--- src/sv/u16u8_pkg.sv ---
package u16u8_pkg;

  // One input transaction: a UTF-16 code unit and the end-of-string flag.
  typedef struct packed {
    logic [15:0] code_unit;
    logic        last_unit;
  } unit_t;

  // One output transaction: a UTF-8 byte and the end-of-run flag.
  typedef struct packed {
    logic [7:0] out_byte;
    logic       run_end;
  } utf8_t;

  // Up to three bytes for a code point in the basic plane, first byte in slot 0.
  typedef struct packed {
    logic [2:0][7:0] bytes;
    logic [1:0]      len;
  } bmp_enc_t;

  localparam int unsigned MaxBytes = 6;
  localparam logic [5:0]  HighTag  = 6'b110110;
  localparam logic [5:0]  LowTag   = 6'b110111;
  localparam logic [20:0] SuppBase = 21'h10000;

  function automatic bmp_enc_t enc_bmp(input logic [15:0] u);
    bmp_enc_t e;
    e.bytes = '0;
    if (u[15:7] == 9'd0) begin
      e.bytes[0] = {1'b0, u[6:0]};
      e.len      = 2'd1;
    end else if (u[15:11] == 5'd0) begin
      e.bytes[0] = {3'b110, u[10:6]};
      e.bytes[1] = {2'b10, u[5:0]};
      e.len      = 2'd2;
    end else begin
      e.bytes[0] = {4'b1110, u[15:12]};
      e.bytes[1] = {2'b10, u[11:6]};
      e.bytes[2] = {2'b10, u[5:0]};
      e.len      = 2'd3;
    end
    return e;
  endfunction

endpackage

--- src/sv/utf16_to_utf8_transcoder.sv ---
// UTF-16 to UTF-8 transcoder. Each input transaction carries one 16-bit code
// unit and a flag for the last unit of a string; each output transaction
// carries one UTF-8 byte, with run_end set on the last byte that a given input
// unit produced. A high surrogate that is not the last unit is held and
// produces nothing by itself; when the next unit is a low surrogate the pair
// is emitted as one four-byte sequence, otherwise the held surrogate is first
// emitted alone as three bytes. Unpaired surrogates, including a held one
// flushed by the last unit, become three-byte sequences. An input unit is
// taken into an input register, decoded combinationally into a byte buffer of
// up to six bytes, and the buffer drains one byte per cycle while the output
// is not stalled. An input unit yields one byte for ASCII, two or three for
// other basic plane characters, none for a high surrogate that is held, four
// for the low surrogate that completes the pair, and up to six when a stale
// high surrogate is flushed ahead of a new character. The output byte
// register is what sets the pace. The next unit is accepted while the last
// byte of the previous one is still being delivered, so a stream of ASCII
// runs at one transaction per cycle while the output is not stalled. There
// is no configuration and no memory to clear.
module utf16_to_utf8_transcoder
  import u16u8_pkg::*;
(
  input  logic  clk_i,
  input  logic  rst_ni,
  input  logic  in_valid_i,
  output logic  in_stall_o,
  input  unit_t in_data_i,
  output logic  out_valid_o,
  input  logic  out_stall_i,
  output utf8_t out_data_o
);

  // Input register: one accepted transaction waiting for decode.
  logic       in_vld_q, in_vld_d;
  unit_t      in_q;

  // Surrogate holding state.
  logic       held_q, held_d;
  logic [9:0] offset_q, offset_d;

  // Byte buffer: slot 0 is the byte on the output, rem_q bytes are left.
  logic [MaxBytes-1:0][7:0] byte_q, byte_d;
  logic [2:0]               rem_q, rem_d;

  logic accept, pop, load;

  assign out_valid_o         = (rem_q != 3'd0);
  assign out_data_o.out_byte = byte_q[0];
  assign out_data_o.run_end  = (rem_q == 3'd1);

  assign pop  = out_valid_o & ~out_stall_i;
  // The buffer can take a new decode once it is empty or its final byte leaves.
  assign load = in_vld_q & ((rem_q == 3'd0) | ((rem_q == 3'd1) & ~out_stall_i));

  assign in_stall_o = in_vld_q & ~load;
  assign accept     = in_valid_i & ~in_stall_o;

  // Decode of the registered unit against the holding state.
  logic                     is_high, is_low, pair, flush, emit;
  logic [20:0]              cp;
  bmp_enc_t                 flush_enc, unit_enc;
  logic [MaxBytes-1:0][7:0] dec_bytes;
  logic [2:0]               dec_cnt;

  assign is_high = (in_q.code_unit[15:10] == HighTag);
  assign is_low  = (in_q.code_unit[15:10] == LowTag);
  assign pair    = held_q & is_low;
  assign flush   = held_q & ~is_low;
  assign emit    = ~pair & ~(is_high & ~in_q.last_unit);
  assign cp      = SuppBase + {1'b0, offset_q, in_q.code_unit[9:0]};

  assign flush_enc = enc_bmp({HighTag, offset_q});
  assign unit_enc  = enc_bmp(in_q.code_unit);

  always_comb begin
    dec_bytes = '0;
    dec_cnt   = 3'd0;
    if (pair) begin
      dec_bytes[0] = {5'b11110, cp[20:18]};
      dec_bytes[1] = {2'b10, cp[17:12]};
      dec_bytes[2] = {2'b10, cp[11:6]};
      dec_bytes[3] = {2'b10, cp[5:0]};
      dec_cnt      = 3'd4;
    end else if (flush) begin
      // A stale high surrogate always encodes to three bytes.
      dec_bytes[2:0] = flush_enc.bytes;
      dec_bytes[5:3] = unit_enc.bytes;
      dec_cnt        = emit ? (3'd3 + {1'b0, unit_enc.len}) : 3'd3;
    end else begin
      dec_bytes[2:0] = unit_enc.bytes;
      dec_cnt        = emit ? {1'b0, unit_enc.len} : 3'd0;
    end
  end

  always_comb begin
    in_vld_d = in_vld_q;
    if (load) begin
      in_vld_d = 1'b0;
    end
    if (accept) begin
      in_vld_d = 1'b1;
    end

    byte_d   = byte_q;
    rem_d    = rem_q;
    held_d   = held_q;
    offset_d = offset_q;
    if (pop) begin
      byte_d = byte_q >> 8;
      rem_d  = rem_q - 3'd1;
    end
    if (load) begin
      byte_d = dec_bytes;
      rem_d  = dec_cnt;
      if (is_high & ~in_q.last_unit & ~pair) begin
        held_d   = 1'b1;
        offset_d = in_q.code_unit[9:0];
      end else begin
        held_d   = 1'b0;
        offset_d = 10'd0;
      end
    end
  end

  always_ff @(posedge clk_i or negedge rst_ni) begin
    if (!rst_ni) begin
      in_vld_q <= 1'b0;
      rem_q    <= 3'd0;
      held_q   <= 1'b0;
      offset_q <= 10'd0;
    end else begin
      in_vld_q <= in_vld_d;
      rem_q    <= rem_d;
      held_q   <= held_d;
      offset_q <= offset_d;
    end
  end

  always_ff @(posedge clk_i) begin
    if (accept) begin
      in_q <= in_data_i;
    end
    byte_q <= byte_d;
  end

  // The byte buffer never claims more bytes than it has slots.
  assert property (@(posedge clk_i) disable iff (!rst_ni) rem_q <= 3'd6)
    else $error("byte buffer count out of range");

  // The last unit of a string always leaves nothing held.
  assert property (@(posedge clk_i) disable iff (!rst_ni)
    (load && in_q.last_unit) |=> !held_q)
    else $error("surrogate still held after last unit");

  // A unit that yields no bytes must be a high surrogate that is now held.
  assert property (@(posedge clk_i) disable iff (!rst_ni)
    (load && dec_cnt == 3'd0) |=> (held_q && !$past(in_q.last_unit)))
    else $error("unit dropped without being held");

endmodule
--- config.mk ---
export PLATFORM = sky130hd
export DESIGN_NAME = utf16_to_utf8_transcoder
export DESIGN_NICKNAME = d
export VERILOG_FILES = /design/src/sv/u16u8_pkg.sv /design/src/sv/utf16_to_utf8_transcoder.sv
export SDC_FILE = /design/constraint.sdc
export NUM_CORES = 1
export LEC_CHECK = 0
export BUFFER_PORTS_ARGS = -buffer_cell sky130_fd_sc_hd__buf_4
export CAP_MARGIN = 10
export CORE_MARGIN = 1.5
export CORE_UTILIZATION = 35
export DETAILED_ROUTE_END_ITERATION = 8
export GPL_ROUTABILITY_DRIVEN = 0
export HOLD_SLACK_MARGIN = 0.15
export PLACE_DENSITY = 0.6
export SETUP_SLACK_MARGIN = 0.2
export SYNTH_ARGS = -nofsm -noshare
export SYNTH_HDL_FRONTEND = slang
export SYNTH_SLANG_ARGS = --single-unit
--- constraint.sdc ---
create_clock -name clk_i -period 2.8 [get_ports clk_i]
set_clock_uncertainty 0.15 [all_clocks]
set_input_delay 0.84 -clock clk_i [delete_from_list [all_inputs] [get_ports clk_i]]
set_output_delay 0.84 -clock clk_i [all_outputs]
set_load 0.05 [all_outputs]
---- After elaboration in Yosys (flattened, before gate mapping) ----
Cells that the tools add are included.
cells by class
  add/sub/neg operators ................... 3
  shift operators ......................... 0
  multiplexer cells ....................... 20
  bitwise logic cells ..................... 18
  eq/ne operators ......................... 3
  div/mod/pow operators ................... 0
  $lt $le $gt $ge ......................... 0
  reductions and logical operators ........ 6
  multipliers ............................. 0
operator list
  cell                                               count
  two-way mux 48 bit                                 2
  two-way mux 16 bit                                 3
  two-way mux 24 bit                                 2
  two-way mux 32 bit                                 1
  adder 17 x 20 -> 21 bit (first input constant)     1
  two-way mux 10 bit                                 2
  two-way mux 3 bit                                  5
  == test 6 bit (second input constant)              2
  AND 1 bit                                          10
  logical NOT 9 bit                                  1
  two-way mux 8 bit                                  1
  NOT 1 bit                                          7
  logical NOT 5 bit                                  1
  nonzero test 2 bit                                 2
  adder 2 x 2 -> 3 bit (first input constant)        1
  == test 3 x 1 -> 1 bit (second input constant)     1
  logical NOT 3 bit                                  1
  two-way mux 1 bit                                  3
  nonzero test 3 bit                                 1
  subtractor 3 x 1 -> 3 bit (second input constant)  1
  two-way mux 2 bit                                  1
  OR 1 bit                                           1
storage, ports and cells
  memories kept ........................... 0
  memory bits (writable) .................. 0
  bits of input ports ..................... 21
  bits in latches ......................... 0
  output and inout port bits .............. 11
  logic and storage cells ................. 62
  flip-flop bits (word level) ............. 80
  ROM bits ................................ 0

---- Depth between registers and ports, before layout ----
Gate-level depths: netlist of the first run.
  depth in word-level cells ............... 9
  gate-level depth with buffers ........... 8
  depth with buffers taken out ............ 6

---- Worst setup path before layout of the first run ----
Ideal clock, no wire load.
  path type ............................... register -> register
  start point ............................. register rem_q[0]
  end point ............................... register byte_q[10] (netlist bit), enable pin
  stages on the path, launching flop included .. 6
  data required time ...................... 2248 ps
  data arrival time ....................... 2249 ps
  clock period less this slack ............ 2801 ps
  path buffers ............................ 0
  path slack .............................. -1 ps
  setup time .............................. 402 ps
  path through ............................ dfrtp_1 -> inv_1 -> ha_1 -> nand2b_1 -> mux2i_1 -> inv_1
between the ends
  elaborated cells on any way between the ends .. 8
  classes of those cells .................. eq/ne (1); bitwise (4); reduce/logical (3)
RTL lines
  element                              line                             RTL
  from (decl)                          utf16_to_utf8_transcoder.sv:42   logic [2:0] rem_q, rem_d;
  from (signal assigned)               utf16_to_utf8_transcoder.sv:132  rem_q <= rem_d;
  nonzero test 3 bit                   utf16_to_utf8_transcoder.sv:46   assign out_valid_o = (rem_q != 3'd0);
  net out_valid_o                      utf16_to_utf8_transcoder.sv:27   output logic out_valid_o,
  AND 1 bit                            utf16_to_utf8_transcoder.sv:50   assign pop = out_valid_o & ~out_stall_i;
  nonzero test 2 bit (no source line)  --
  to (signal assigned)                 utf16_to_utf8_transcoder.sv:142  byte_q <= byte_d;
  to (decl)                            utf16_to_utf8_transcoder.sv:41   logic [MaxBytes-1:0][7:0] byte_q, byte_d;
The timed path passes the listed nets, and every way through them passes these cells.
A chain may end at the register's enable or synchronous reset.

---- Final worst setup path of the first run ----
  start point ............................. register rem_q[0]
  end point ............................... output port in_stall_o
between the ends
  word-level cells in the longest chain between the ends .. 6
  elaborated cells on any way between the ends .. 7
  classes of those cells .................. eq/ne (1); bitwise (5); reduce/logical (1)
RTL lines
  element                 line                            RTL
  == test 3 x 1 -> 1 bit  utf16_to_utf8_transcoder.sv:52  assign load = in_vld_q & ((rem_q == 3'd0) | ((rem_q == 3'd1) & ~out_stall_i));
  AND 1 bit               utf16_to_utf8_transcoder.sv:52
  OR 1 bit (*)            utf16_to_utf8_transcoder.sv:52
  AND 1 bit (*)           utf16_to_utf8_transcoder.sv:52
  NOT 1 bit (*)           utf16_to_utf8_transcoder.sv:54  assign in_stall_o = in_vld_q & ~load;
  AND 1 bit (*)           utf16_to_utf8_transcoder.sv:54
  to (decl)               utf16_to_utf8_transcoder.sv:25  output logic in_stall_o,
Mark *: on every way between the ends. The rest lies on a longest branch, timed or not.

==> reports/results.tsv, run 1 <==
stage	metric	value	unit
floorplanning	core area	10800	um2
sta	Final setup viols	0	
global_route	vias in the first global route	2788	
clock_network	CTS Sinks	78	
routing	Iter 0 DRT Violations	422	
yosys	Warnings, synthesis	0	
routing	Routed Antenna Nets	0	
yosys	Syn Area/Cell	11.4	um2
layout	Antenna diodes	0	
layout	Core Util, Final	41.7	%
yosys	Seq/Total Area, Yosys	58.0	%
layout	commonest non-fill, non-tap cell in the layout	edfxtp_1	
sta	unrepaired setup endpoints after global routing	false	
setup_path	worst-path maximum fanout	3	
global_route	antenna violations before repair	0	
floorplanning	initial core utilization	36.0	%
global_route	first-pass GRT wire length	15200	um
sta	Final period util	90.4	%
clock_network	H-tree levels	3	
setup_path	startpoint types	flop	
setup_path	crit path kind	flop to output port	
clock_network	Inserted Clock Buffers	9	
floorplanning	die area	11800	um2
setup_path	max incr delay on CP	420	ps
sta	maximum clock rate	395	MHz
floorplanning	Die Y	109	um
setup_path	Slowest-stage cell, CP	dfrtp_1	
flow_run	max_cap viols	0	
yosys	Yosys cell types	61	
worst_hold_path	worst min-delay path class	input pin to async pin	
routing	Routed WL	9580	um
yosys	Mapped Area	3910	um2
setup_path	CP Capture Type	output port	
pwr	Power Dens Cells	1050	nW/um2
setup_path	Worst Path Required	1810	ps
routing	vias	2927	
layout	Finished Layout Cells	521	
sta	Fin. Hold Viols	0	
routing	routed len/inst	18.4	um
layout	nets@finish	401	
global_route	Remaining Overflow, GRT	0	
pwr	peak supply drop	0.526	mV
yosys	ys flop type	edfxtp_1	
placed_design	I/O Buffers	31	
sta	worst rel slew slack	52.1	%
clock_network	clock tree buffer depth	2	
outcome	status	finished clean	
global_route	GRT Overall Usage	17.4	%
layout	fillers	1065	
setup_path	crit-path cells	ha_2 -> nor2b_2 -> a21o_1 -> inv_1 -> buf_6	
clock_network	CTS Root Cell	clkbuf_8	
pwr	Power Total	0.00477	W
routing	via-per-instance ratio	5.62	
floorplanning	chip width	109	um
sta	TNS Setup	0	ps
global_route	largest net degree at the start of global routing	49	
clock_network	CTS tree	built	
clock_network	# hold bufs at CTS	0	
clock_network	worst skew pair latency	360	ps
floorplanning	Rows	38	
placed_design	dpl cells	503	
pwr	Leakage	1.73	nW
layout	Area Overhead vs Synth	15.8	%
yosys	Syn Inst Count	344	
yosys	Post-synth EDFFs	63	
layout	share of cells above drive strength 1	23.6	%
yosys	Net Count, Synth	369	
setup_path	crit path DAT	1540	ps
layout	commonest non-fill, non-tap cells in the layout	edfxtp_1, buf_4, nand2_1, a21oi_1, o21ai_0	
yosys	async set or reset register ratio after synthesis	19.2	%
routing	DRT Pass-1 Iters	5	
floorplanning	# IOs	32	
sta	fin. max-slew vios	0	
setup_path	Critical path buffers and inverters	2	
placed_design	dpl hpwl	6430	um
setup_path	Top Family by Delay on Critical Path	flip-flops	
yosys	Yosys reg bits	78	
clock_network	Clock Pin Slew Worst Setup and Hold Paths	80	ps
sta	crit path time final	2530	ps
sta	Least-Margin Pin Slew	719	ps
routing	DRC Markers	0	
-- cell families (layout without fill, tap and decap cells) --
logic type,count (synthesis),in the layout,synth area share [%]
DFF,78,78,58.0
adders and majority gates,4,4,1.28
muxes,2,2,0.513
buffers and inverters,46,83,5.96
xor gates and xnor gates,2,2,0.449
AOI/OAI and AO/OA,111,111,19.0
and+or+nand+nor,101,101,14.7
-- what timing repair did --
action | in CTS | in global routing
endpoints found under the setup margin | 1 | 1
pin swaps | 0 | 1
buffers inserted | 1 | 1
resized for setup | 2 | 5
hold endpoints to repair | 0 | 0
-- registers in the layout, indices dropped and copies added (netlist names) --
name,flops
rem_q,3
byte_q,38
out_data_o,8
offset_q,10
in_q,17
held_q,1
in_vld_q,1
-- per-stage QoR --
stage                     worst slack, ps  hold slack (ps)  cell area, um2
final                                 270              160            4520
after detailed placement              304              342            4290
after CTS                             201              152            4500
after global routing                  198              155            4520
after floorplan                       210              323            3920
after global placement                371              342            4290
-- where the power goes --
group	switching (W)	internal, W	leakage, nW
registers	0.000240	0.00185	0.822
clock network	0.000417	0.000409	0.0883
logic	0.00117	0.000690	0.820
-- final cells by class --
| cell class | instances | area, um2 | share of cell area (%) |
|---|---|---|---|
| inverter | 19 | 75.1 | 1.66 |
| tap | 140 | 175 | 3.87 |
| timing repair buffer | 48 | 377 | 8.33 |
| sequential | 78 | 2270 | 50.1 |
| multi-input combinational | 220 | 1440 | 31.8 |
| clock buffer | 10 | 128 | 2.82 |
| clock inverter | 6 | 62.6 | 1.38 |
-- metal layers --
metal | vias to the layer above | part of all wire [%] | GRT usage [%]
li1 | 1356 | - | -
met1 | 1385 | 44 | 24.6
met2 | 159 | 45 | 25.3
met3 | 27 | 8.1 | 3.71
met4 | 0 | 3.3 | 8.46
met5 | - | 0 | 0
-- final timing paths --
| path | startpoint | end | slack [ps] | cells past startpoint |
|---|---|---|---|---|
| worst max-delay path | rem_q[0]$_DFFE_PN0P_ | in_stall_o | 270 | 5 |
| worst min-delay path | rst_ni | in_vld_q$_DFFE_PN0P_ | 160 | 1 |
| worst max register to register | in_q[14]$_DFFE_PP_ | byte_q[13]$_DFFE_PP_ | 430 | 5 |
| worst min register to register | offset_q[1]$_DFFE_PN0P_ | offset_q[1]$_DFFE_PN0P_ | 360 | 1 |
| max in group asynchronous | rst_ni | offset_q[1]$_DFFE_PN0P_ | 2160 | 1 |
| min in group clk_i | offset_q[1]$_DFFE_PN0P_ | offset_q[1]$_DFFE_PN0P_ | 360 | 1 |
-- synth_stat cells, types with 3 or more instances --
library cell	number	share of area [%]
inv_1	19	1.8
o2111ai_1	3	0.67
dfrtp_1	15	9.6
o211ai_1	4	0.77
edfxtp_1	63	48
nor2_1	16	1.5
a22o_1	13	2.9
buf_4	9	1.7
and2_1	5	0.80
nor3_1	6	0.77
nor2b_1	3	0.48
a31oi_1	10	1.6
nand3_1	8	1.0
and3_1	7	1.1
nand2b_1	5	0.80
clkbuf_1	7	0.67
o21ai_0	23	2.9
buf_2	9	1.2
o31ai_1	4	0.77
ha_1	4	1.3
or3_1	4	0.64
a21oi_1	26	3.3
o21ai_1	3	0.38
nand2_1	29	2.8
-- worst register-to-register path: cells and delay by family (launching register included) --
kind                   cells  cell delay (ps)
AND/OR/NAND/NOR            2              780
AO/OA/AOI/OAI              2              430
buffers and inverters      1              260
flip-flops                 1              510
Note: power is estimated with default switching activity, not from simulation.
==> run 2, diff against run 1 <==
--- a/config.mk
+++ b/config.mk
@@ -5,6 +5,7 @@
 export SDC_FILE = /design/constraint.sdc
 export NUM_CORES = 1
 export LEC_CHECK = 0
+export ABC_AREA = 1
 export BUFFER_PORTS_ARGS = -buffer_cell sky130_fd_sc_hd__buf_4
 export CAP_MARGIN = 10
 export CORE_MARGIN = 1.5
==> run 2 against run 1 <==
Worst hold slack improved by 14 ps. Sequential power down 4%. Sequential cell count unchanged. Final cell count rose by 8.4%. Combinational power is 9% lower. Synthesized area fell by 1.6%. Total power is 2.5% lower. Via count decreased by 3.8%. Critical path type unchanged. Critical endpoint unchanged. Largest power group unchanged.
==> reports/results.tsv, run 2 <==
stage	metric	value	unit
layout	fillers	1057	
clock_network	CTS tree	built	
global_route	antenna violations before repair	0	
yosys	Warnings, synthesis	0	
clock_network	clock tree buffer depth	2	
global_route	Most Used Layer, Global Route	met2	
setup_path	reg2reg end	out_data_o[1]$_DFFE_PP_	
yosys	Syn Inst Count	391	
placed_design	dpl hpwl	6100	um
yosys	cell with the most instances after synthesis	nand2_1	
setup_path	worst r2r path cells	9	
floorplanning	die area	11600	um2
yosys	Syn Area/Cell	9.83	um2
sta	TNS Setup	0	ps
setup_path	worst-path maximum fanout	4	
layout	largest register by flop count	byte_q	
clock_network	Clock Pin Slew Worst Setup and Hold Paths	90	ps
layout	Area Overhead vs Synth	14.3	%
worst_hold_path	worst min-delay path class	input pin to async pin	
floorplanning	Die Y	108	um
global_route	vias in the first global route	2744	
global_route	largest net degree at the start of global routing	31	
clock_network	Inserted Clock Buffers	9	
setup_path	Worst Path Required	1810	ps
setup_path	Slowest-stage cell, CP	dfrtp_1	
yosys	async set or reset register ratio after synthesis	19.2	%
setup_path	crit path launch	rem_q[0]$_DFFE_PN0P_	
sta	Least-Margin Pin Slew	490	ps
setup_path	crit path DAT	1500	ps
floorplanning	core area	10800	um2
floorplanning	# IOs	32	
routing	Routed Antenna Nets	0	
flow_run	max_cap viols	0	
floorplanning	chip width	108	um
sta	maximum clock rate	402	MHz
yosys	Yosys cell types	29	
yosys	Net Count, Synth	416	
routing	DRT Pass-1 Iters	4	
yosys	Seq/Total Area, Yosys	59.0	%
clock_network	CTS Sinks	78	
sta	unrepaired setup endpoints after global routing	false	
sta	final worst setup slack	309	ps
placed_design	I/O Buffers	31	
layout	max FFs per register	38	
sta	fin. max-slew vios	0	
setup_path	setup slack, reg-to-reg	670	ps
setup_path	crit-path cells	inv_1 -> ha_1 -> nand2_2 -> nand2_4 -> nor2_4 -> buf_6	
yosys	area leader, netlist	edfxtp_1	
global_route	GRT Overall Usage	16.0	%
clock_network	CTS Root Cell	clkbuf_8	
sta	Final setup viols	0	
sta	worst rel slew slack	67.2	%
routing	DRC Markers	0	
layout	share of cells above drive strength 1	17.4	%
yosys	Yosys top cell area share	49.2	%
global_route	first-pass GRT wire length	14000	um
pwr	peak supply drop	0.335	mV
global_route	GR Util met1	21.8	%
global_route	Remaining Overflow, GRT	0	
yosys	ys flop type	edfxtp_1	
routing	vias	2815	
setup_path	CP Capture Type	output port	
clock_network	H-tree levels	3	
floorplanning	Rows	38	
yosys	Yosys reg bits	78	
layout	commonest non-fill, non-tap cells in the layout	nand2_1, edfxtp_1, inv_1, nor2_1, buf_4	
setup_path	Reg-to-Reg Start	in_q[14]$_DFFE_PP_	
routing	routed len/inst	15.4	um
sta	crit path time final	2490	ps
outcome	status	finished clean	
routing	Iter 0 DRT Violations	195	
pwr	Power Dens Cells	1060	nW/um2
layout	commonest non-fill, non-tap cell in the layout	nand2_1	
floorplanning	initial core utilization	35.6	%
yosys	Post-synth top cells	nand2_1, edfxtp_1, inv_1	
global_route	GR Layer Usage met2	23.7	%
clock_network	worst skew pair latency	360	ps
layout	Antenna diodes	0	
global_route	M3 GR Usage	3.81	%
setup_path	startpoint types	flop	
setup_path	Setup crit end	in_stall_o	
yosys	Mapped Area	3840	um2
yosys	top post-synthesis cells by area	edfxtp_1, dfrtp_1, nand2_1	
routing	Routed WL	8700	um
pwr	Leakage	1.87	nW
sta	Final period util	89.0	%
yosys	Post-synth EDFFs	63	
layout	nets@finish	445	
setup_path	max incr delay on CP	390	ps
placed_design	post-place setup slack	390	ps
layout	biggest regs	byte_q x38, in_q x17, offset_q x10	
setup_path	crit path kind	flop to output port	
routing	via-per-instance ratio	4.98	
sta	Fin. Hold Viols	0	
[run 2: layer usage]
layer	wire length [um]	share of wire, %
met1	3840	44
met2	4010	46
met3	697	8.0
met4	150	1.7
met5	0	0
[run 2: area by class of cell]
cell class | instances | area, um2 | share of cell area (%)
sequential | 78 | 2270 | 51.6
multi-input combinational | 243 | 1240 | 28.3
timing repair buffer | 38 | 289 | 6.58
inverter | 50 | 199 | 4.53
tap | 140 | 175 | 3.99
clock buffer | 12 | 145 | 3.31
clock inverter | 4 | 72.6 | 1.65
[run 2: through the flow]
step / utilization [%] / hold slack (ps) / power, W / area [um2] / instances
floorplan: - / 344 / 0.00334 / 3850 / 391
global placement: 38.6 / 348 / 0.00367 / 4160 / 549
detailed placement: 38.6 / 363 / 0.00371 / 4160 / 549
CTS: 40.6 / 171 / 0.00465 / 4380 / 565
global route: 40.7 / 173 / 0.00492 / 4390 / 565
finish: 40.7 / 174 / 0.00465 / 4390 / 565
[run 2: cells by family (layout without fill, tap and decap cells)]
logic type,count (synthesis),count (layout),share of synthesized area [%]
AO/OA/AOI/OAI,64,64,9.51
buffers and inverters,70,104,8.86
XOR/XNOR,3,3,0.684
flip-flops,78,78,59.0
adder cells (fa/ha/maj),4,4,1.30
AND/OR/NAND/NOR,172,172,20.6
[run 2: what timing repair did]
action                     4_1_cts  5_1_grt
setup endpoints to repair        0        1
hold buffers                     0        0
buffers inserted                 0        0
resized for setup                0        2
[run 2: how the worst min path moves through the flow]
stage / end / depth (start not counted) / slack (ps)
CTS: offset_q[4]$_DFFE_PN0P_ / 1 / 170
global placement: byte_q[34]$_DFFE_PP_ / 2 / 350
finish: offset_q[4]$_DFFE_PN0P_ / 1 / 170
global route: offset_q[4]$_DFFE_PN0P_ / 1 / 170
floorplan: byte_q[32]$_DFFE_PP_ / 2 / 340
detailed placement: byte_q[37]$_DFFE_PP_ / 2 / 360
[run 2: where the power goes]
| group | switching (W) | leakage, nW | internal [W] | total, W |
|---|---|---|---|---|
| clock network | 0.000417 | 0.107 | 0.000526 | 0.000943 |
| logic | 0.00116 | 0.938 | 0.000529 | 0.00169 |
| registers | 0.000184 | 0.821 | 0.00183 | 0.00201 |
| total | 0.00176 | 1.87 | 0.00288 | 0.00465 |
[run 2: critical path: cells and delay by family, from the launching register on]
family,cells,cell delay (ps)
flip-flops,1,390
buffers and inverters,2,250
adder cells (fa/ha/maj),1,210
AND/OR/NAND/NOR,3,300
==> run 3, diff against run 2 <==
==> constraint.sdc (replaced) <==
create_clock -name clk_i -period 2.7 [get_ports clk_i]
set_clock_uncertainty 0.15 [all_clocks]
set_input_delay 0.81 -clock clk_i [delete_from_list [all_inputs] [get_ports clk_i]]
set_output_delay 0.81 -clock clk_i [all_outputs]
set_load 0.05 [all_outputs]
==> run 3 against run 2 <==
Register-to-register slack worse by 130 ps. Final cell count shrank 0.35%. Largest power group unchanged. Sequential share of layout area down 0.44 points. Core utilization is 0.35 points higher. Non-clock buffer count is 2 lower. Cell area rose by 0.86%. Combinational power grew 5%. First-iteration DRC count is 39% higher. Sequential power rose by 3%. Wire length down 3.3%.
==> reports/results.tsv, run 3 (same netlist as run 2, synthesis figures left out) <==
stage	metric	value	unit
setup_path	cell repeated most along the worst path	nand2_4	
placed_design	dpl cell area	4160	um2
pwr	Power Dens Cells	1110	nW/um2
placed_design	dpl cells	546	
clock_network	clock tree buffer depth	2	
routing	DRC Markers	0	
sta	Least-Margin Pin Slew	464	ps
placed_design	post-place setup slack	275	ps
global_route	GRT Overall Usage	16.1	%
routing	via-per-instance ratio	4.88	
setup_path	crit path kind	flop to output port	
floorplanning	chip width	108	um
floorplanning	die area	11600	um2
sta	worst rel slew slack	68.9	%
setup_path	Top Family by Delay on Critical Path	flip-flops	
layout	biggest regs	byte_q x38, in_q x17, offset_q x10	
setup_path	Worst path depth	6	
floorplanning	initial core utilization	35.6	%
setup_path	crit path launch	rem_q[0]$_DFFE_PN0P_	
setup_path	Setup crit end	in_stall_o	
layout	max FFs per register	38	
setup_path	Slowest-stage cell, CP	dfrtp_1	
setup_path	worst-path maximum fanout	4	
global_route	vias in the first global route	2669	
clock_network	H-tree levels	3	
flow_run	max_cap viols	0	
pwr	peak supply drop	0.394	mV
layout	nets@finish	443	
global_route	antenna violations before repair	0	
clock_network	CTS tree	built	
clock_network	worst skew pair latency	350	ps
layout	area of the multi-input gates	1260	um2
layout	Area Overhead vs Synth	15.2	%
placed_design	dpl hpwl	5770	um
routing	Routed WL	8420	um
setup_path	crit path DAT	1460	ps
clock_network	CTS Sinks	78	
layout	fillers	1045	
routing	Iter 0 DRT Violations	271	
layout	register area	2270	um2
routing	vias	2748	
sta	TNS Setup	0	ps
sta	Final period util	89.8	%
setup_path	crit-path cells	inv_2 -> ha_2 -> nand2_4 -> nand2_4 -> nor2_4 -> buf_6	
worst_hold_path	worst min-delay path class	input pin to async pin	
floorplanning	# IOs	32	
sta	maximum clock rate	412	MHz
floorplanning	core area	10800	um2
global_route	largest net degree at the start of global routing	50	
layout	largest register by flop count	byte_q	
outcome	status	finished clean	
setup_path	CP Capture Type	output port	
setup_path	max incr delay on CP	400	ps
layout	share of cells above drive strength 1	18.4	%
global_route	first-pass GRT wire length	14200	um
sta	unrepaired setup endpoints after global routing	false	
routing	routed len/inst	15.0	um
pwr	Leakage	1.88	nW
floorplanning	Rows	38	
sta	final worst setup slack	276	ps
setup_path	Critical path buffers and inverters	2	
setup_path	startpoint types	flop	
layout	commonest non-fill, non-tap cells in the layout	nand2_1, edfxtp_1, inv_1, nor2_1, buf_4	
clock_network	Inserted Clock Buffers	9	
pwr	Power Total	0.00491	W
setup_path	setup slack, reg-to-reg	540	ps
floorplanning	Die Y	108	um
setup_path	reg2reg end	byte_q[13]$_DFFE_PP_	
clock_network	Clock Pin Slew Worst Setup and Hold Paths	80	ps
global_route	Remaining Overflow, GRT	0	
sta	crit path time final	2420	ps
routing	Routed Antenna Nets	0	
placed_design	I/O Buffers	31	
setup_path	worst r2r path cells	9	
layout	Finished Layout Cells	563	
setup_path	Worst Path Required	1740	ps
sta	fin. max-slew vios	0	
layout	post-route design area	4430	um2
sta	Fin. Hold Viols	0	
layout	commonest non-fill, non-tap cell in the layout	nand2_1	
routing	DRT Pass-1 Iters	5	
clock_network	CTS Root Cell	clkbuf_8	
sta	Final setup viols	0	
layout	Antenna diodes	0	
setup_path	Reg-to-Reg Start	rem_q[1]$_DFFE_PN0P_	
-- run 3: layout make-up --
cell class,instances,share of cell area (%)
Tap cell,140,3.96
Multi-Input combinational cell,243,28.4
Inverter,50,4.49
Clock inverter,7,2.71
Timing Repair Buffer,36,6.47
Sequential cell,78,51.2
Clock buffer,9,2.80
-- run 3: timing repair --
item,in CTS,in global routing
resized for setup,1,5
gates cloned,0,0
hold buffers,0,0
pin swaps,1,3
setup buffers,0,1
endpoints found under the setup margin,1,1
-- run 3: worst min-delay path by stage --
stage                             start                       to  slack, ps
6_report                         rst_ni     in_vld_q$_DFFE_PN0P_        160
5_1_grt                          rst_ni  offset_q[4]$_DFFE_PN0P_        160
4_1_cts                          rst_ni     in_vld_q$_DFFE_PN0P_        160
3_5_place_dp   byte_q[40]$_SDFFCE_PP0P_     byte_q[32]$_DFFE_PP_        360
3_3_place_gp   byte_q[40]$_SDFFCE_PP0P_     byte_q[32]$_DFFE_PP_        350
2_1_floorplan  byte_q[40]$_SDFFCE_PP0P_     byte_q[32]$_DFFE_PP_        340
-- run 3: worst register-to-register path: stages (launching register included) --
cell and delay, ps:
dfrtp_1 390, inv_1 100, ha_2 200, nand3_2 100, nand2_4 120, nand2_8 180
inv_4 370, nand2_1 90, a21oi_1 130, a21oi_1 90
-- run 3: report_power, final --
part	internal (W)	switching (W)	leakage, nW
sequential	0.00189	0.000189	0.821
clock	0.000619	0.000444	0.120
combinational	0.000555	0.00121	0.935
total	0.00307	0.00184	1.88
-- run 3: stage by stage --
step / utilization, % / hold WS, ps
global route: 41.0 / 159
global placement: 38.5 / 346
floorplan: - / 344
CTS: 40.8 / 155
finish: 41.0 / 156
detailed placement: 38.5 / 360
-- run 3: per-layer routing --
metal | up-vias | GRT usage [%] | part of all wire [%]
li1 | 1361 | - | -
met1 | 1288 | 22.4 | 48
met2 | 86 | 24.9 | 45
met3 | 13 | 3.09 | 5.6
met4 | 0 | 6.02 | 2.1
met5 | - | 0 | 0
